===== config.mk =====
export PLATFORM = sky130hd
export DESIGN_NAME = dictionary_index_bit_packer_core
export DESIGN_NICKNAME = d
export VERILOG_FILES = /design/src/rtl/core/dibp_pkg.sv /design/src/rtl/core/dibp_ctrl.sv /design/src/rtl/core/dibp_dpath.sv /design/src/rtl/core/dictionary_index_bit_packer_core.sv
export SDC_FILE = /design/constraint.sdc
export NUM_CORES = 1
export LEC_CHECK = 0
export BUFFER_PORTS_ARGS = -buffer_cell sky130_fd_sc_hd__buf_2
export CAP_MARGIN = 20
export CORE_UTILIZATION = 25
export CTS_CLUSTER_SIZE = 10
export DETAILED_ROUTE_END_ITERATION = 6
export GPL_TIMING_DRIVEN = 1
export PLACE_DENSITY = 0.49
export RECOVER_POWER = 100
export SKIP_LAST_GASP = 1
export SYNTH_ARGS = -nofsm -noshare
export SYNTH_HDL_FRONTEND = slang
export SYNTH_HIERARCHICAL = 1
export SYNTH_SLANG_ARGS = --single-unit

===== constraint.sdc =====
create_clock -name clk -period 4.3 [get_ports clk]
set_input_delay 0.86 -clock clk [delete_from_list [all_inputs] [get_ports clk]]
set_output_delay 0.86 -clock clk [all_outputs]
set_load 0.01 [all_outputs]

===== src/rtl/core/dibp_pkg.sv =====
// ----------------------------------------------------------------------------
// dibp_pkg
// Shared types and constants of the dictionary index bit packer: input mode
// and status codes, controller states and the command/status bundles.
// ----------------------------------------------------------------------------
package dibp_pkg;

  localparam int DIBP_MAX_SYMBOLS = 64;
  localparam int BYTE_W           = 8;

  typedef enum logic [1:0] {
    MODE_LEARN  = 2'd0,
    MODE_ENCODE = 2'd1,
    MODE_FLUSH  = 2'd2
  } dibp_mode_t;

  typedef enum logic [1:0] {
    ST_OK      = 2'd0,
    ST_FULL    = 2'd1,
    ST_UNKNOWN = 2'd2
  } dibp_status_t;

  typedef enum logic [1:0] {
    S_IDLE   = 2'd0,
    S_READ   = 2'd1,
    S_CMP    = 2'd2,
    S_FINISH = 2'd3
  } dibp_state_t;

  // controller -> datapath
  typedef struct packed {
    logic start;    // latch the accepted beat, rewind the search pointer
    logic issue;    // read the table at the search pointer, advance it
    logic compare;  // compare the registered table entry with the symbol
    logic commit;   // update packer state and load the result register
  } dibp_cmd_t;

  // datapath -> controller
  typedef struct packed {
    logic count_zero;  // table is empty
    logic hit;         // registered entry matches the symbol
    logic last;        // registered entry is the last learned one
    logic out_free;    // result register can take a new beat
  } dibp_stat_t;

endpackage


===== src/rtl/core/dibp_ctrl.sv =====
// ----------------------------------------------------------------------------
// dibp_ctrl
// Controller: sequences accept, table search and commit of one item.
// ----------------------------------------------------------------------------
module dibp_ctrl (
  input  logic                clk,
  input  logic                rst_n,
  input  logic                in_valid,
  input  logic [1:0]          in_mode,
  output logic                in_ready,
  input  dibp_pkg::dibp_stat_t stat,
  output dibp_pkg::dibp_cmd_t  cmd
);
  import dibp_pkg::*;

  dibp_state_t state_r;
  dibp_state_t state_nxt;
  logic        go_search;

  assign go_search = ((in_mode == MODE_LEARN) || (in_mode == MODE_ENCODE)) &&
                     !stat.count_zero;

  always_ff @(posedge clk) begin
    if (!rst_n) begin
      state_r <= S_IDLE;
    end else begin
      state_r <= state_nxt;
    end
  end

  // next state
  always_comb begin
    state_nxt = state_r;
    case (state_r)
      S_IDLE: begin
        if (in_valid) begin
          state_nxt = go_search ? S_READ : S_FINISH;
        end
      end
      S_READ: begin
        state_nxt = S_CMP;
      end
      S_CMP: begin
        if (stat.hit || stat.last) begin
          state_nxt = S_FINISH;
        end
      end
      S_FINISH: begin
        if (stat.out_free) begin
          state_nxt = S_IDLE;
        end
      end
      default: begin
        state_nxt = S_IDLE;
      end
    endcase
  end

  // outputs
  always_comb begin
    in_ready    = 1'b0;
    cmd.start   = 1'b0;
    cmd.issue   = 1'b0;
    cmd.compare = 1'b0;
    cmd.commit  = 1'b0;
    case (state_r)
      S_IDLE: begin
        in_ready  = 1'b1;
        cmd.start = in_valid;
      end
      S_READ: begin
        cmd.issue = 1'b1;
      end
      S_CMP: begin
        cmd.compare = 1'b1;
        cmd.issue   = !stat.hit && !stat.last;
      end
      S_FINISH: begin
        cmd.commit = stat.out_free;
      end
      default: begin
        in_ready = 1'b0;
      end
    endcase
  end

endmodule


===== src/rtl/core/dibp_dpath.sv =====
// ----------------------------------------------------------------------------
// dibp_dpath
// Datapath: symbol table memory, search pointer, bit packer and result
// register.
// ----------------------------------------------------------------------------
module dibp_dpath #(
  parameter int MAX_SYMBOLS = dibp_pkg::DIBP_MAX_SYMBOLS
) (
  input  logic                 clk,
  input  logic                 rst_n,
  input  logic [1:0]           in_mode,
  input  logic [7:0]           in_symbol,
  input  dibp_pkg::dibp_cmd_t  cmd,
  output dibp_pkg::dibp_stat_t stat,
  output logic                 out_valid,
  input  logic                 out_ready,
  output logic                 out_byte_valid,
  output logic [7:0]           out_packed_byte,
  output logic [1:0]           out_status,
  output logic [6:0]           out_symbol_count,
  output logic [2:0]           out_code_width
);
  import dibp_pkg::*;

  localparam int CNT_W = $clog2(MAX_SYMBOLS + 1);
  localparam int IDX_W = $clog2(MAX_SYMBOLS);
  localparam int WID_W = $clog2(CNT_W + 1);
  localparam int PK_W  = 2 * BYTE_W;

  // bit length of a count
  function automatic logic [WID_W-1:0] width_f(input logic [CNT_W-1:0] c);
    logic [WID_W-1:0] w;
    w = '0;
    for (int i = 0; i < CNT_W; i++) begin
      if (c[i]) begin
        w = WID_W'(i + 1);
      end
    end
    return w;
  endfunction

  logic [BYTE_W-1:0] mem [MAX_SYMBOLS];

  logic [1:0]        mode_r;
  logic [7:0]        sym_r;
  logic [CNT_W-1:0]  ptr_r;
  logic [CNT_W-1:0]  cmp_idx_r;
  logic [7:0]        rd_data_r;
  logic              found_r;
  logic [IDX_W-1:0]  idx_r;

  logic [CNT_W-1:0]  count_r,  count_nxt;
  logic [7:0]        acc_r,    acc_nxt;
  logic [2:0]        bp_r,     bp_nxt;

  logic              out_valid_r;
  logic              out_bv_r;
  logic [7:0]        out_byte_r;
  logic [1:0]        out_status_r;
  logic [6:0]        out_count_r;
  logic [2:0]        out_width_r;

  logic              byte_valid_nxt;
  logic [7:0]        byte_nxt;
  dibp_status_t      status_nxt;
  logic              mem_we;

  logic [WID_W-1:0]  width_cur;
  logic [PK_W-1:0]   joined;
  logic [4:0]        total;
  logic [4:0]        rem;
  logic [PK_W-1:0]   rem_mask;

  assign stat.count_zero = (count_r == '0);
  assign stat.hit        = (rd_data_r == sym_r);
  assign stat.last       = ((cmp_idx_r + CNT_W'(1)) == count_r);
  assign stat.out_free   = !out_valid_r || out_ready;

  // pack the index behind the pending bits, MSB first
  assign width_cur = width_f(count_r);
  assign joined    = (PK_W'(acc_r) << width_cur) | PK_W'(idx_r);
  assign total     = 5'(bp_r) + 5'(width_cur);
  assign rem       = total - 5'(BYTE_W);
  assign rem_mask  = (PK_W'(1) << rem) - PK_W'(1);

  always_comb begin
    count_nxt      = count_r;
    acc_nxt        = acc_r;
    bp_nxt         = bp_r;
    byte_valid_nxt = 1'b0;
    byte_nxt       = '0;
    status_nxt     = ST_OK;
    mem_we         = 1'b0;
    case (mode_r)
      MODE_LEARN: begin
        if (!found_r) begin
          if (count_r < CNT_W'(MAX_SYMBOLS)) begin
            mem_we    = cmd.commit;
            count_nxt = count_r + CNT_W'(1);
          end else begin
            status_nxt = ST_FULL;
          end
        end
      end
      MODE_ENCODE: begin
        if (found_r) begin
          if (total >= 5'(BYTE_W)) begin
            byte_valid_nxt = 1'b1;
            byte_nxt       = 8'(joined >> rem);
            acc_nxt        = 8'(joined & rem_mask);
            bp_nxt         = 3'(rem);
          end else begin
            acc_nxt = 8'(joined);
            bp_nxt  = 3'(total);
          end
        end else begin
          status_nxt = ST_UNKNOWN;
        end
      end
      MODE_FLUSH: begin
        if (bp_r != '0) begin
          byte_valid_nxt = 1'b1;
          byte_nxt       = 8'(acc_r << (4'(BYTE_W) - 4'(bp_r)));
          acc_nxt        = '0;
          bp_nxt         = '0;
        end
      end
      default: begin
        status_nxt = ST_OK;
      end
    endcase
  end

  // table memory: one write port, one registered read port
  always_ff @(posedge clk) begin
    if (mem_we) begin
      mem[count_r[IDX_W-1:0]] <= sym_r;
    end
    if (cmd.issue) begin
      rd_data_r <= mem[ptr_r[IDX_W-1:0]];
    end
  end

  // beat capture and search pointer
  always_ff @(posedge clk) begin
    if (cmd.start) begin
      mode_r <= in_mode;
      sym_r  <= in_symbol;
      ptr_r  <= '0;
    end else if (cmd.issue) begin
      ptr_r     <= ptr_r + CNT_W'(1);
      cmp_idx_r <= ptr_r;
    end
    if (cmd.compare && stat.hit) begin
      idx_r <= cmp_idx_r[IDX_W-1:0];
    end
  end

  // packer state and result register
  always_ff @(posedge clk) begin
    if (!rst_n) begin
      count_r     <= '0;
      acc_r       <= '0;
      bp_r        <= '0;
      found_r     <= 1'b0;
      out_valid_r <= 1'b0;
    end else begin
      if (cmd.start) begin
        found_r <= 1'b0;
      end else if (cmd.compare && stat.hit) begin
        found_r <= 1'b1;
      end
      if (cmd.commit) begin
        count_r     <= count_nxt;
        acc_r       <= acc_nxt;
        bp_r        <= bp_nxt;
        out_valid_r <= 1'b1;
      end else if (out_ready) begin
        out_valid_r <= 1'b0;
      end
    end
  end

  always_ff @(posedge clk) begin
    if (cmd.commit) begin
      out_bv_r     <= byte_valid_nxt;
      out_byte_r   <= byte_nxt;
      out_status_r <= status_nxt;
      out_count_r  <= 7'(count_nxt);
      out_width_r  <= 3'(width_f(count_nxt));
    end
  end

  assign out_valid        = out_valid_r;
  assign out_byte_valid   = out_bv_r;
  assign out_packed_byte  = out_byte_r;
  assign out_status       = out_status_r;
  assign out_symbol_count = out_count_r;
  assign out_code_width   = out_width_r;

endmodule


===== src/rtl/core/dictionary_index_bit_packer_core.sv =====
// Items are handled one at a time: a new item is accepted only after the
//   previous one is committed. Learn and encode search the table first,
//   reading one table entry a cycle through the single read port; flush,
//   unused mode or an empty table go straight to the commit.
// Reset: synchronous, active-low rst_n clears the entry count, the bit
//   accumulator and the output valid; table contents stay undefined.
// ----------------------------------------------------------------------------
// dictionary_index_bit_packer_core
// Fixed-length dictionary coder: learns distinct byte symbols into a table,
// encodes bytes as table indexes of floor(log2(count))+1 bits and packs them
// MSB first into output bytes; flush pads the pending bits with zeros.
// ----------------------------------------------------------------------------
module dictionary_index_bit_packer_core #(
  parameter int MAX_SYMBOLS = dibp_pkg::DIBP_MAX_SYMBOLS
) (
  input  logic       clk,
  input  logic       rst_n,
  // input channel
  input  logic       in_valid,
  output logic       in_ready,
  input  logic [1:0] in_mode,
  input  logic [7:0] in_symbol,
  // result channel
  output logic       out_valid,
  input  logic       out_ready,
  output logic       out_byte_valid,
  output logic [7:0] out_packed_byte,
  output logic [1:0] out_status,
  output logic [6:0] out_symbol_count,
  output logic [2:0] out_code_width
);
  import dibp_pkg::*;

  // Control and datapath talk only through these two bundles:
  //   cmd  - start/issue/compare/commit strobes from the controller
  //   stat - search outcome and result-register room from the datapath
  dibp_cmd_t  cmd;
  dibp_stat_t stat;

  // Controller: idle -> (read -> compare loop) -> finish -> idle.
  // A beat is taken only in idle; the finish state holds until the result
  // register is free, so a result waiting downstream never gets overwritten.
  dibp_ctrl u_ctrl (
    .clk      (clk),
    .rst_n    (rst_n),
    .in_valid (in_valid),
    .in_mode  (in_mode),
    .in_ready (in_ready),
    .stat     (stat),
    .cmd      (cmd)
  );

  // Datapath: table memory with a registered read, a linear search over the
  // learned entries (one per cycle), the bit accumulator and the result
  // register that decouples the output handshake from the next item.
  dibp_dpath #(
    .MAX_SYMBOLS (MAX_SYMBOLS)
  ) u_dpath (
    .clk              (clk),
    .rst_n            (rst_n),
    .in_mode          (in_mode),
    .in_symbol        (in_symbol),
    .cmd              (cmd),
    .stat             (stat),
    .out_valid        (out_valid),
    .out_ready        (out_ready),
    .out_byte_valid   (out_byte_valid),
    .out_packed_byte  (out_packed_byte),
    .out_status       (out_status),
    .out_symbol_count (out_symbol_count),
    .out_code_width   (out_code_width)
  );

endmodule


# After elaboration in Yosys (flattened, before gate mapping)
# Memory sizes are Yosys's and may differ from the RTL's. A register that Yosys moved wholly into a read port is not among the register bits.
# Cells that the tools add are included.
dict set report totals {
  register_bits 73
  mem_bits_rw 512
  inputBits 14
  out_inout_bits 23
  word_cells 125
  memories 1
}
# name depth word_bits read_ports rd_clocked_by_memory_dff write_ports line_no
set mem_list {}
lappend mem_list {u_dpath.mem 64 8 1 1 1 dibp_dpath.sv:42} ;# logic [BYTE_W-1:0] mem [MAX_SYMBOLS];
dict set report op_classes {
  addsub 7
  n_lt_le_gt_ge 2
  eq_ne 13
  shifts 4
  n_mux 53
  bitwise_logic 4
  reduce_logical 23
}
# operator count
set ops {}
lappend ops {{two-way mux 8 bit} 6}
lappend ops {{one-hot mux 8 bit (2 select lines)} 2}
lappend ops {{two-way mux 2 bit} 12}
lappend ops {{adder 7 x 1 -> 7 bit, second input constant} 3}
lappend ops {{two-way mux 3 bit} 7}
lappend ops {{two-way mux 7 bit} 3}
lappend ops {{two-way mux 1 bit} 18}
lappend ops {{OR 16 x 6 -> 16 bit} 1}
lappend ops {{<< shifter 8 x 3 -> 16 bit} 1}
lappend ops {{>> shifter 16 x 5 -> 8 bit} 1}
lappend ops {{AND 8 bit} 1}
lappend ops {{== test 8 bit} 1}
lappend ops {{!= test 2 x 1 -> 1 bit, second input constant} 4}
lappend ops {{one-hot mux 2 bit (4 select lines)} 1}
lappend ops {{<< shifter 1 x 5 -> 8 bit, first input constant} 1}
lappend ops {{<< shifter 8 x 4 -> 8 bit} 1}
lappend ops {{subtractor 8 x 2 -> 8 bit, second input constant} 1}
lappend ops {{== test 7 bit} 1}
lappend ops {{zero test 7 bit} 1}
lappend ops {{less-than comparator 7 bit, second input constant} 1}
lappend ops {{== test 2 x 1 -> 1 bit, second input constant} 3}
lappend ops {{== test 2 bit, second input constant} 3}
lappend ops {{zero test 2 bit} 3}
lappend ops {{one-hot mux 3 bit (2 select lines)} 1}
lappend ops {{other kinds (18)} 29}

# Logic depth before layout (Yosys ltp)
# Gate-level depths: netlist of run 1.
dict set report logic_depth {
  depth_word 15
  depth_mapped 22
  depth_no_buf 19
}

# Hierarchy
# Netlist of run 1, hierarchy kept.
# mod n_inst cells_each area_per_inst_um2 seq_area_each_um2
set by_module_without_submodules {}
lappend by_module_without_submodules {dibp_dpath 1 1328 24693.7 17476.8}
lappend by_module_without_submodules {dibp_ctrl 1 23 221.5 40.0}

# Worst setup path after synthesis of run 1
# Ideal clock, no wire load.
dict set report synth_path {
  path_type {reg-to-reg}
  start {register u_dpath.count_r[1]}
  end {register u_dpath.acc_r[6]}
  setup_ns 0.115
  arrival_ns 3.769
  required_ns 4.185
  path_slack_ns 0.416
  stages_incl_launch_ff 23
  n_path_buf 5
  path_cell_list {dfxtp_1 > buf_2 > inv_1 > ha_1 > or2_1 > buf_6 > a211oi_4 > inv_1 > ha_1 > inv_1 > fa_1 > buf_2 > clkbuf_1 > nand3_1 > nand2b_1 > ha_1 > clkbuf_1 > xor2_1 > nor3_1 > a311oi_1 > nor3_1 > a21oi_1 > nor2b_1}
}
dict set report synth_between {
  elab_chain_cells 14
}
# element line_no
set synth_lines {}
lappend synth_lines {{start: declaration} dibp_dpath.sv:52} ;# logic [CNT_W-1:0] count_r, count_nxt;
lappend synth_lines {{start signal: assignment} dibp_dpath.sv:174} ;# count_r <= count_nxt;
lappend synth_lines {{two-way mux 2 bit (*) (2 in series)} dibp_dpath.sv:35} ;# if (c[i]) begin
lappend synth_lines {{two-way mux 3 bit (*) (4 in series)} dibp_dpath.sv:35}
lappend synth_lines {{adder 3 x 3 -> 4 bit} dibp_dpath.sv:82} ;# assign total = 5'(bp_r) + 5'(width_cur);
lappend synth_lines {{subtractor 5 x 4 -> 5 bit} dibp_dpath.sv:83} ;# assign rem = total - 5'(BYTE_W);
lappend synth_lines {{<< shifter 1 x 5 -> 8 bit} dibp_dpath.sv:84} ;# assign rem_mask = (PK_W'(1) << rem) - PK_W'(1);
lappend synth_lines {{subtractor 8 x 2 -> 8 bit} dibp_dpath.sv:84}
lappend synth_lines {{AND 8 bit} dibp_dpath.sv:110} ;# acc_nxt = 8'(joined & rem_mask);
lappend synth_lines {{two-way mux 8 bit (*)} dibp_dpath.sv:107} ;# if (total >= 5'(BYTE_W)) begin
lappend synth_lines {{two-way mux 8 bit (*)} dibp_dpath.sv:106} ;# if (found_r) begin
lappend synth_lines {{one-hot mux 8 bit (2 select lines) (*)} dibp_dpath.sv:94} ;# case (mode_r)
lappend synth_lines {{end signal: assignment} dibp_dpath.sv:175} ;# acc_r <= acc_nxt;
lappend synth_lines {{end: declaration} dibp_dpath.sv:53} ;# logic [7:0] acc_r, acc_nxt;
# Mark *: on every way between the ends. The rest lies on a longest branch, timed or not. The select of a mux whose other input is x is not followed.
# A chain may end at the register's enable or synchronous reset.

# Worst setup path after layout of run 1
dict set report layout_path {
  start {register u_dpath.count_r[0]}
  end {register u_dpath.out_byte_r[0] (netlist: u_dpath/out_packed_byte[0]) (data pin)}
}
dict set report layout_between {
  elab_chain_cells 13
}
# element line_no
set layout_lines {}
lappend layout_lines {{two-way mux 1 bit (*)} dibp_dpath.sv:35}
lappend layout_lines {{two-way mux 2 bit (*) (2 in series)} dibp_dpath.sv:35}
lappend layout_lines {{two-way mux 3 bit (*) (4 in series)} dibp_dpath.sv:35}
lappend layout_lines {{adder 3 x 3 -> 4 bit or << shifter 8 x 3 -> 16 bit (tied branches)} {dibp_dpath.sv:82, dibp_dpath.sv:81}}
lappend layout_lines {{subtractor 5 x 4 -> 5 bit or OR 16 x 6 -> 16 bit (tied branches)} {dibp_dpath.sv:83, dibp_dpath.sv:81}}
lappend layout_lines {{>> shifter 16 x 5 -> 8 bit} dibp_dpath.sv:109} ;# byte_nxt = 8'(joined >> rem);
lappend layout_lines {{two-way mux 8 bit (*)} dibp_dpath.sv:107}
lappend layout_lines {{two-way mux 8 bit (*)} dibp_dpath.sv:106}
lappend layout_lines {{one-hot mux 8 bit (2 select lines) (*)} dibp_dpath.sv:94}
lappend layout_lines {{via u_dpath.byte_nxt[0]} dibp_dpath.sv:64} ;# logic [7:0] byte_nxt;
lappend layout_lines {{end signal: assignment} dibp_dpath.sv:187} ;# out_byte_r <= byte_nxt;
lappend layout_lines {{end: declaration} dibp_dpath.sv:58} ;# logic [7:0] out_byte_r;
# The timed path passes the listed nets; every way through them passes the cells marked *.

==> impl_results.md, run 1 <==
* Worst reg-to-reg setup slack at 0.31 ns
* Synth Net Count at 1385
* First-pass GRT wire length at 93100 microns
* DIE AREA at 101000 sq um
* Worst hold path cell count at 1
* Max frequency at 0.250 GHz
* Most frequent cells in the layout: edfxtp_1 (564), mux4_2 (172), nor2_1 (99)
* Core Rows at 115
* #FFs+latches synth at 593
* Leak Pwr at 0.00853 uW
* RD Place Congestion at 0.852
* Final setup viols at 0
* Final setup margin at 0.307 ns
* DP HPWL at 39500 microns
* Clock Pin Slew Worst Setup and Hold Paths at 0.06 ns
* RR Endpoint: u_dpath/out_packed_byte[0]
* R2R cell count at 13
* Via/cell ratio at 4.71
* Max-Cap Viols at 11
* Fill cell count at 9638
* Num CTS Buffers at 70
* Dpl ws at 0.331 ns
* Post-synth ARST share at 0
* GR Overflow Total at 0
* CP Data Required Time at 4.66 ns
* Sum Neg Setup Slack at 0 ns
* Multiplexer share of the synthesized area at 0.163
* Combinational family with the most area after synthesis: multiplexers
* Post-synth EDFFs at 564
* Post-CTS sizing at 0
* Detailed Route WL at 62600 microns
* Setup crit end kind: flip-flop
* RSZ-0062 raised after global routing: false
* Placed Area at 27100 sq um
* Avg WL per Cell at 22.6 microns
* Top_reg_cell synth: edfxtp_1
* Post-layout util at 0.292
* ANT nets after route at 0
* Root buffer cell: clkbuf_16
* Hold-fix buffers, CTS at 0
* Power per cell area at 510 nW/um^2
* Remaining DRCs at 0
* Chip height at 318 microns
* # diodes at 0
* Rel. slew slack at -1.18
* Synth Area in Compound Gates at 0.0417
* Hold EP: u_dpath/mode_r[0]
* Final Skew at 0.0341 ns
* Ratio of cells with drive above 1 in the final layout at 0.207
* Maximum vdd drop at 258 uV
* CTS sink count at 593
* Synthesized area at 24900 sq um
* Critical path cell sequence: ha_1 > or2_1 > a211oi_4 > inv_1 > ha_1 > inv_1 > fa_1 > inv_1 > buf_4 > a2111oi_0 > o32ai_1 > a211oi_1 > o31ai_1
* Layout net count at 1495
* Maximum number of pins on one net before global-route repair at 65
* YS warnings at 6
* Sequential area share after synthesis at 0.703
* Avg Inst Size Synth at 18.4 sq um
* Hold Path Class: input pin to flip-flop
* Chip Width at 318 microns
* Tmin final at 3.99 ns
* Vias at 13100
* Finished Layout Cells at 2769
* Initial antenna violation count at 2
* Hold Vio Cnt, Final at 0
* Setup crit start kind: flip-flop
* Crit Path Max Fanout at 12
* Core area at 98600 sq um
* First drt pass iteration count at 5
* Crit path DAT at 4.35 ns
* Synth Area in Simple Gates at 0.0501
* Clock buffer depth at 3
* Crit path top cell by count: inv_1
* Tcrit/Tclk final at 0.928
* Hold wc startpoint: in_mode[0]
* Placed insts at 2675
* Largest stage delay, worst path at 0.67 ns
* Post-Synth XOR/XNOR Area at 0.0123
* Most common cell after layout, fill and taps aside: edfxtp_1
* Area grow syn2layout at 15.5%
* Synth Area in Adders at 0.0103
* Class of the most critical setup path: flip-flop to flip-flop
* Postcts setup bufs at 0
* Post-Synthesis Cells at 1351
* Slew Viols, Final at 606
* Initial DRC count at 1361
* CTS H-Tree Depth at 3
* Status: complete, but fails checks
* Slew @ Worst Pin at 3.27 ns
* Critical path's slowest cell: fa_1
* Top Ports at 37
* Worst-Skew Late Latency at 0.62 ns
* Yosys cell types at 81
* Final instance area at 28800 sq um
* All-Layer GR Usage at 0.124
* Initial Utilization at 0.253
* Vias in the first global route at 13500
* Reg-to-Reg Start: u_dpath/count_r[0]
* PortBufs at 36
* Failing checks: max-capacitance violations, max-slew violations
* CTS tree: done
cell families (layout without fill, tap and decap cells):
kind of cell | count (synthesis) | in the layout
mux | 190 | 190
compound gates | 142 | 142
xor+xnor | 35 | 35
flops | 593 | 593
fa+ha+maj | 20 | 20
buf+inv | 114 | 245
simple gates | 257 | 257
metrics by stage:
step / power, uW / hold slack, ns
3_3_place_gp: 9450 / 0.431
3_5_place_dp: 9480 / 0.445
6_report: 14700 / 0.425
2_1_floorplan: 8540 / 0.406
5_1_grt: 15200 / 0.400
4_1_cts: 14900 / 0.392
how the worst max path moves through the flow:
stage                  startpoint                    endpoint  slack, ns  cells past startpoint
2_1_floorplan  u_dpath/count_r[1]            u_dpath/acc_r[6]       0.42                     22
5_1_grt        u_dpath/count_r[0]  u_dpath/out_packed_byte[0]       0.03                     13
3_3_place_gp   u_dpath/count_r[0]            u_dpath/acc_r[4]       0.38                     19
4_1_cts        u_dpath/count_r[0]            u_dpath/acc_r[6]       0.31                     19
6_report       u_dpath/count_r[0]  u_dpath/out_packed_byte[0]       0.31                     13
3_5_place_dp   u_dpath/count_r[0]            u_dpath/acc_r[6]       0.33                     19
registers in the layout (all words and copies together), names as in the netlist:
name	count
u_dpath/mem	512
u_dpath/acc_r	8
u_dpath/out_packed_byte	8
u_dpath/rd_data_r	8
u_dpath/sym_r	8
u_dpath/cmp_idx_r	7
u_dpath/count_r	7
u_dpath/out_symbol_count	7
u_dpath/ptr_r	7
u_dpath/idx_r	6
u_dpath/bp_r	3
u_dpath/out_code_width	3
u_ctrl/state_r	2
u_dpath/mode_r	2
u_dpath/out_status	2
u_dpath/found_r	1
u_dpath/out_byte_valid	1
u_dpath/out_valid	1
cell usage after synthesis, drive strengths merged (8+ instances only):
library cell | n | area share
a22oi | 8 | 0.0026
o21ai | 30 | 0.0062
a211oi | 12 | 0.0043
ha | 19 | 0.0095
buf | 30 | 0.0069
and2 | 12 | 0.0030
inv | 30 | 0.0045
clkbuf | 53 | 0.0080
nor3 | 15 | 0.0030
nor2b | 17 | 0.0043
xor2 | 11 | 0.0039
nand3 | 17 | 0.0034
or3 | 12 | 0.0030
xnor2 | 24 | 0.0084
or2 | 9 | 0.0024
nand2 | 43 | 0.0065
nor2 | 101 | 0.015
nand4 | 11 | 0.0028
a21oi | 26 | 0.0054
edfxtp | 564 | 0.68
mux2i | 16 | 0.0064
mux4 | 172 | 0.16
dfxtp | 29 | 0.023
routing by layer:
metal,up-vias,global-route usage,wire (microns)
li1,5671,-,-
met1,6902,0.170,28000
met2,371,0.194,29300
met3,104,0.0262,3480
met4,2,0.0437,1670
met5,-,0,13
critical path: cells and delay by family (launching register included):
| family | cells | cell delay, ns |
|---|---|---|
| AO/OA/AOI/OAI | 5 | 1.27 |
| AND/OR/NAND/NOR | 1 | 0.34 |
| flip-flops | 1 | 0.49 |
| adder cells (fa/ha/maj) | 3 | 1.17 |
| buffers and inverters | 4 | 0.48 |
area by class of cell:
| type | instances | area (sq um) | area share |
|---|---|---|---|
| Sequential cell | 593 | 17500 | 0.609 |
| Clock inverter | 7 | 129 | 0.00448 |
| Inverter | 31 | 116 | 0.00404 |
| Timing Repair Buffer | 121 | 633 | 0.0220 |
| Multi-Input combinational cell | 644 | 6900 | 0.240 |
| Tap cell | 1287 | 1610 | 0.0560 |
| Clock buffer | 86 | 1860 | 0.0648 |
power breakdown:
group / switching, uW / internal [uW] / total (uW)
Clock: 2250 / 3100 / 5350
Sequential: 169 / 6770 / 6940
Combinational: 1330 / 1040 / 2370
Power figures use the tool's default switching activity.
==> run 2: changes to the inputs <==
--- a/config.mk
+++ b/config.mk
@@ -7,11 +7,13 @@
 export LEC_CHECK = 0
 export BUFFER_PORTS_ARGS = -buffer_cell sky130_fd_sc_hd__buf_2
 export CAP_MARGIN = 20
+export CELL_PAD_IN_SITES_DETAIL_PLACEMENT = 2
+export CELL_PAD_IN_SITES_GLOBAL_PLACEMENT = 2
 export CORE_UTILIZATION = 25
 export CTS_CLUSTER_SIZE = 10
 export DETAILED_ROUTE_END_ITERATION = 6
 export GPL_TIMING_DRIVEN = 1
-export PLACE_DENSITY = 0.49
+export PLACE_DENSITY = 0.56
 export RECOVER_POWER = 100
 export SKIP_LAST_GASP = 1
 export SYNTH_ARGS = -nofsm -noshare
==> impl_results.md, run 2 (synthesis gave the netlist of run 1 again) <==
* Via/cell ratio at 4.71 (about the same)
* Avg WL per Cell at 25.2 microns (+12%)
* Remaining DRCs at 0 (unchanged)
* Setup crit end kind: flip-flop
* Initial DRC count at 824 (-39%)
* Power per cell area at 516 nW/um^2 (+1.2%)
* Max frequency at 0.250 GHz (-0.26%)
* Initial antenna violation count at 2 (unchanged)
* Hold Path Class: input pin to flip-flop
* Maximum vdd drop at 338 uV (+31%)
* Clock Pin Slew Worst Setup and Hold Paths at 0.05 ns (about the same)
* CTS H-Tree Depth at 3 (unchanged)
* Clock power frac at 0.372 (+0.007)
* Ratio of cells with drive above 1 in the final layout at 0.216 (+0.00843)
* Worst hold path cell count at 1 (unchanged)
* DP HPWL at 45700 microns (+16%)
* RSZ-0062 raised after global routing: false
* Initial Utilization at 0.253 (unchanged)
* Status: complete, but fails checks
* Detailed Route WL at 70000 microns (+12%)
* First-pass GRT wire length at 103000 microns (+11%)
* Comb pwr share at 0.163 (about the same)
* Leak Pwr at 0.00860 uW (+0.83%)
* Vias in the first global route at 14300 (+6.0%)
* Critical path cell sequence: inv_1 > ha_1 > or2_1 > a211oi_4 > inv_1 > ha_1 > inv_1 > fa_1 > inv_1 > mux2i_1 > mux4_2 > a211o_1
* Hold Slack at 0.417 ns (-0.00854 ns)
* Final Skew at 0.0394 ns (+0.00532 ns)
* Core Rows at 115 (unchanged)
* Reg-to-Reg Start: u_dpath/count_r[1]
* Slew @ Worst Pin at 3.31 ns (+0.0415 ns)
* All-Layer GR Usage at 0.139 (+0.0148)
* Root buffer cell: clkbuf_16
* Hold wc startpoint: in_symbol[2]
* Layout net count at 1489 (-0.40%)
* Crit path top cell by count: inv_1
* Num CTS Buffers at 72 (+2.9%)
* Max reg flops at 512 (unchanged)
* Most frequent cells in the layout: edfxtp_1 (564), mux4_2 (172), nor2_1 (100)
* Slew Viols, Final at 520 (-14%)
* Max-Cap Viols at 8 (-3)
* Critical path's slowest cell: fa_1
* RD Place Congestion at 0.810 (-4.9%)
* Postcts setup bufs at 0 (unchanged)
* Rel. slew slack at -1.20 (-0.0277)
* Chip height at 318 microns (unchanged)
* Core area at 98600 sq um (unchanged)
* Crit Path Max Fanout at 13 (+1)
* Vias at 13100 (+0.28%)
* CTS sink count at 593 (unchanged)
* Fill cell count at 10000 (+4.0%)
* Maximum number of pins on one net before global-route repair at 65 (unchanged)
* Area grow syn2layout at 15.9%
* Clock buffer depth at 3 (unchanged)
* Top Ports at 37 (unchanged)
* Worst-Skew Late Latency at 0.63 ns (about the same)
* Class of the most critical setup path: flip-flop to flip-flop
* Hold EP: u_dpath/sym_r[2]
* Setup crit start kind: flip-flop
* Sequential share of power at 0.465 (-0.008)
* Hold-fix buffers, CTS at 0 (unchanged)
* Most common cell after layout, fill and taps aside: edfxtp_1
* ANT nets after route at 0 (unchanged)
* First drt pass iteration count at 7 (+2)
* RR Endpoint: u_dpath/out_packed_byte[2]
* PortBufs at 36 (unchanged)
* DIE AREA at 101000 sq um (unchanged)
* Pint at 11000 uW (+0.79%)
* Failing checks: max-capacitance violations, max-slew violations
* # diodes at 0 (unchanged)
* Chip Width at 318 microns (unchanged)
* CP Buf/Inv Count at 4 (unchanged)
* Switching pwr at 3890 uW (+3.7%)
* Final setup viols at 0 (unchanged)
* CP Data Required Time at 4.64 ns (-0.02 ns)
* Switching Share at 0.261 (+0.00549)
* R2R cell count at 12 (-1)
* Tmin final at 4.00 ns (+0.0103 ns)
* Worst path top cell family by delay: adder cells
* Crit path DAT at 4.34 ns (about the same)
* GR Overflow Total at 0 (unchanged)
* Worst reg-to-reg setup slack at 0.30 ns (about the same)
* CTS tree: done
* Tcrit/Tclk final at 0.931 (+0.00239)
* Hold Vio Cnt, Final at 0 (unchanged)
* Largest stage delay, worst path at 0.55 ns (-0.12 ns)
* Sum Neg Setup Slack at 0 ns (unchanged)
* Post-CTS sizing at 0 (unchanged)
==> run 2: routing by layer <==
| layer | share of wire | global-route usage | vias to the layer above | wire length, microns |
|---|---|---|---|---|
| met4 | 0.020 | 0.0357 | 0 | 1390 |
| met2 | 0.50 | 0.235 | 216 | 34900 |
| li1 | - | - | 5657 | - |
| met5 | 0 | 0 | - | 0 |
| met3 | 0.035 | 0.0260 | 87 | 2440 |
| met1 | 0.45 | 0.182 | 7126 | 31200 |
==> run 2: per-stage QoR <==
stage | utilization | setup WS, ns | std cells | total power [uW] | area, sq um
floorplan | - | 0.416 | 1351 | 8540 | 24900
global placement | 0.274 | 0.463 | 2668 | 9480 | 27000
detailed placement | 0.274 | 0.345 | 2668 | 9550 | 27000
CTS | 0.295 | 0.299 | 2776 | 15200 | 29100
global route | 0.293 | 0.0410 | 2776 | 15500 | 28900
finish | 0.293 | 0.297 | 2776 | 14900 | 28900
==> run 2: cell type report <==
type | count | area (sq um) | area share
sequential | 593 | 17500 | 0.607
multi-input combinational | 644 | 6900 | 0.239
clock buffer | 95 | 1920 | 0.0665
tap | 1287 | 1610 | 0.0558
timing repair buffer | 113 | 619 | 0.0215
clock inverter | 13 | 186 | 0.00646
inverter | 31 | 116 | 0.00403
==> run 2: worst max path at each step <==
stage	from	to	slack [ns]	cells past startpoint
2_1_floorplan	u_dpath/count_r[1]	u_dpath/acc_r[6]	0.42	22
4_1_cts	u_dpath/count_r[1]	u_dpath/out_packed_byte[2]	0.30	12
3_3_place_gp	u_dpath/count_r[1]	u_dpath/out_packed_byte[2]	0.46	12
6_report	u_dpath/count_r[1]	u_dpath/out_packed_byte[2]	0.30	12
5_1_grt	u_dpath/ptr_r[0]	u_dpath/rd_data_r[3]	0.04	5
3_5_place_dp	u_dpath/count_r[1]	u_dpath/out_packed_byte[2]	0.35	12
==> run 2: power groups by stage <==
stage / Sequential, uW / Combinational [uW] / Clock (uW)
floorplan: 7040 / 1500 / 0
global placement: 7010 / 2470 / 0
detailed placement: 7020 / 2530 / 0
CTS: 6900 / 2540 / 5720
global route: 6950 / 2600 / 5920
finish: 6930 / 2420 / 5540
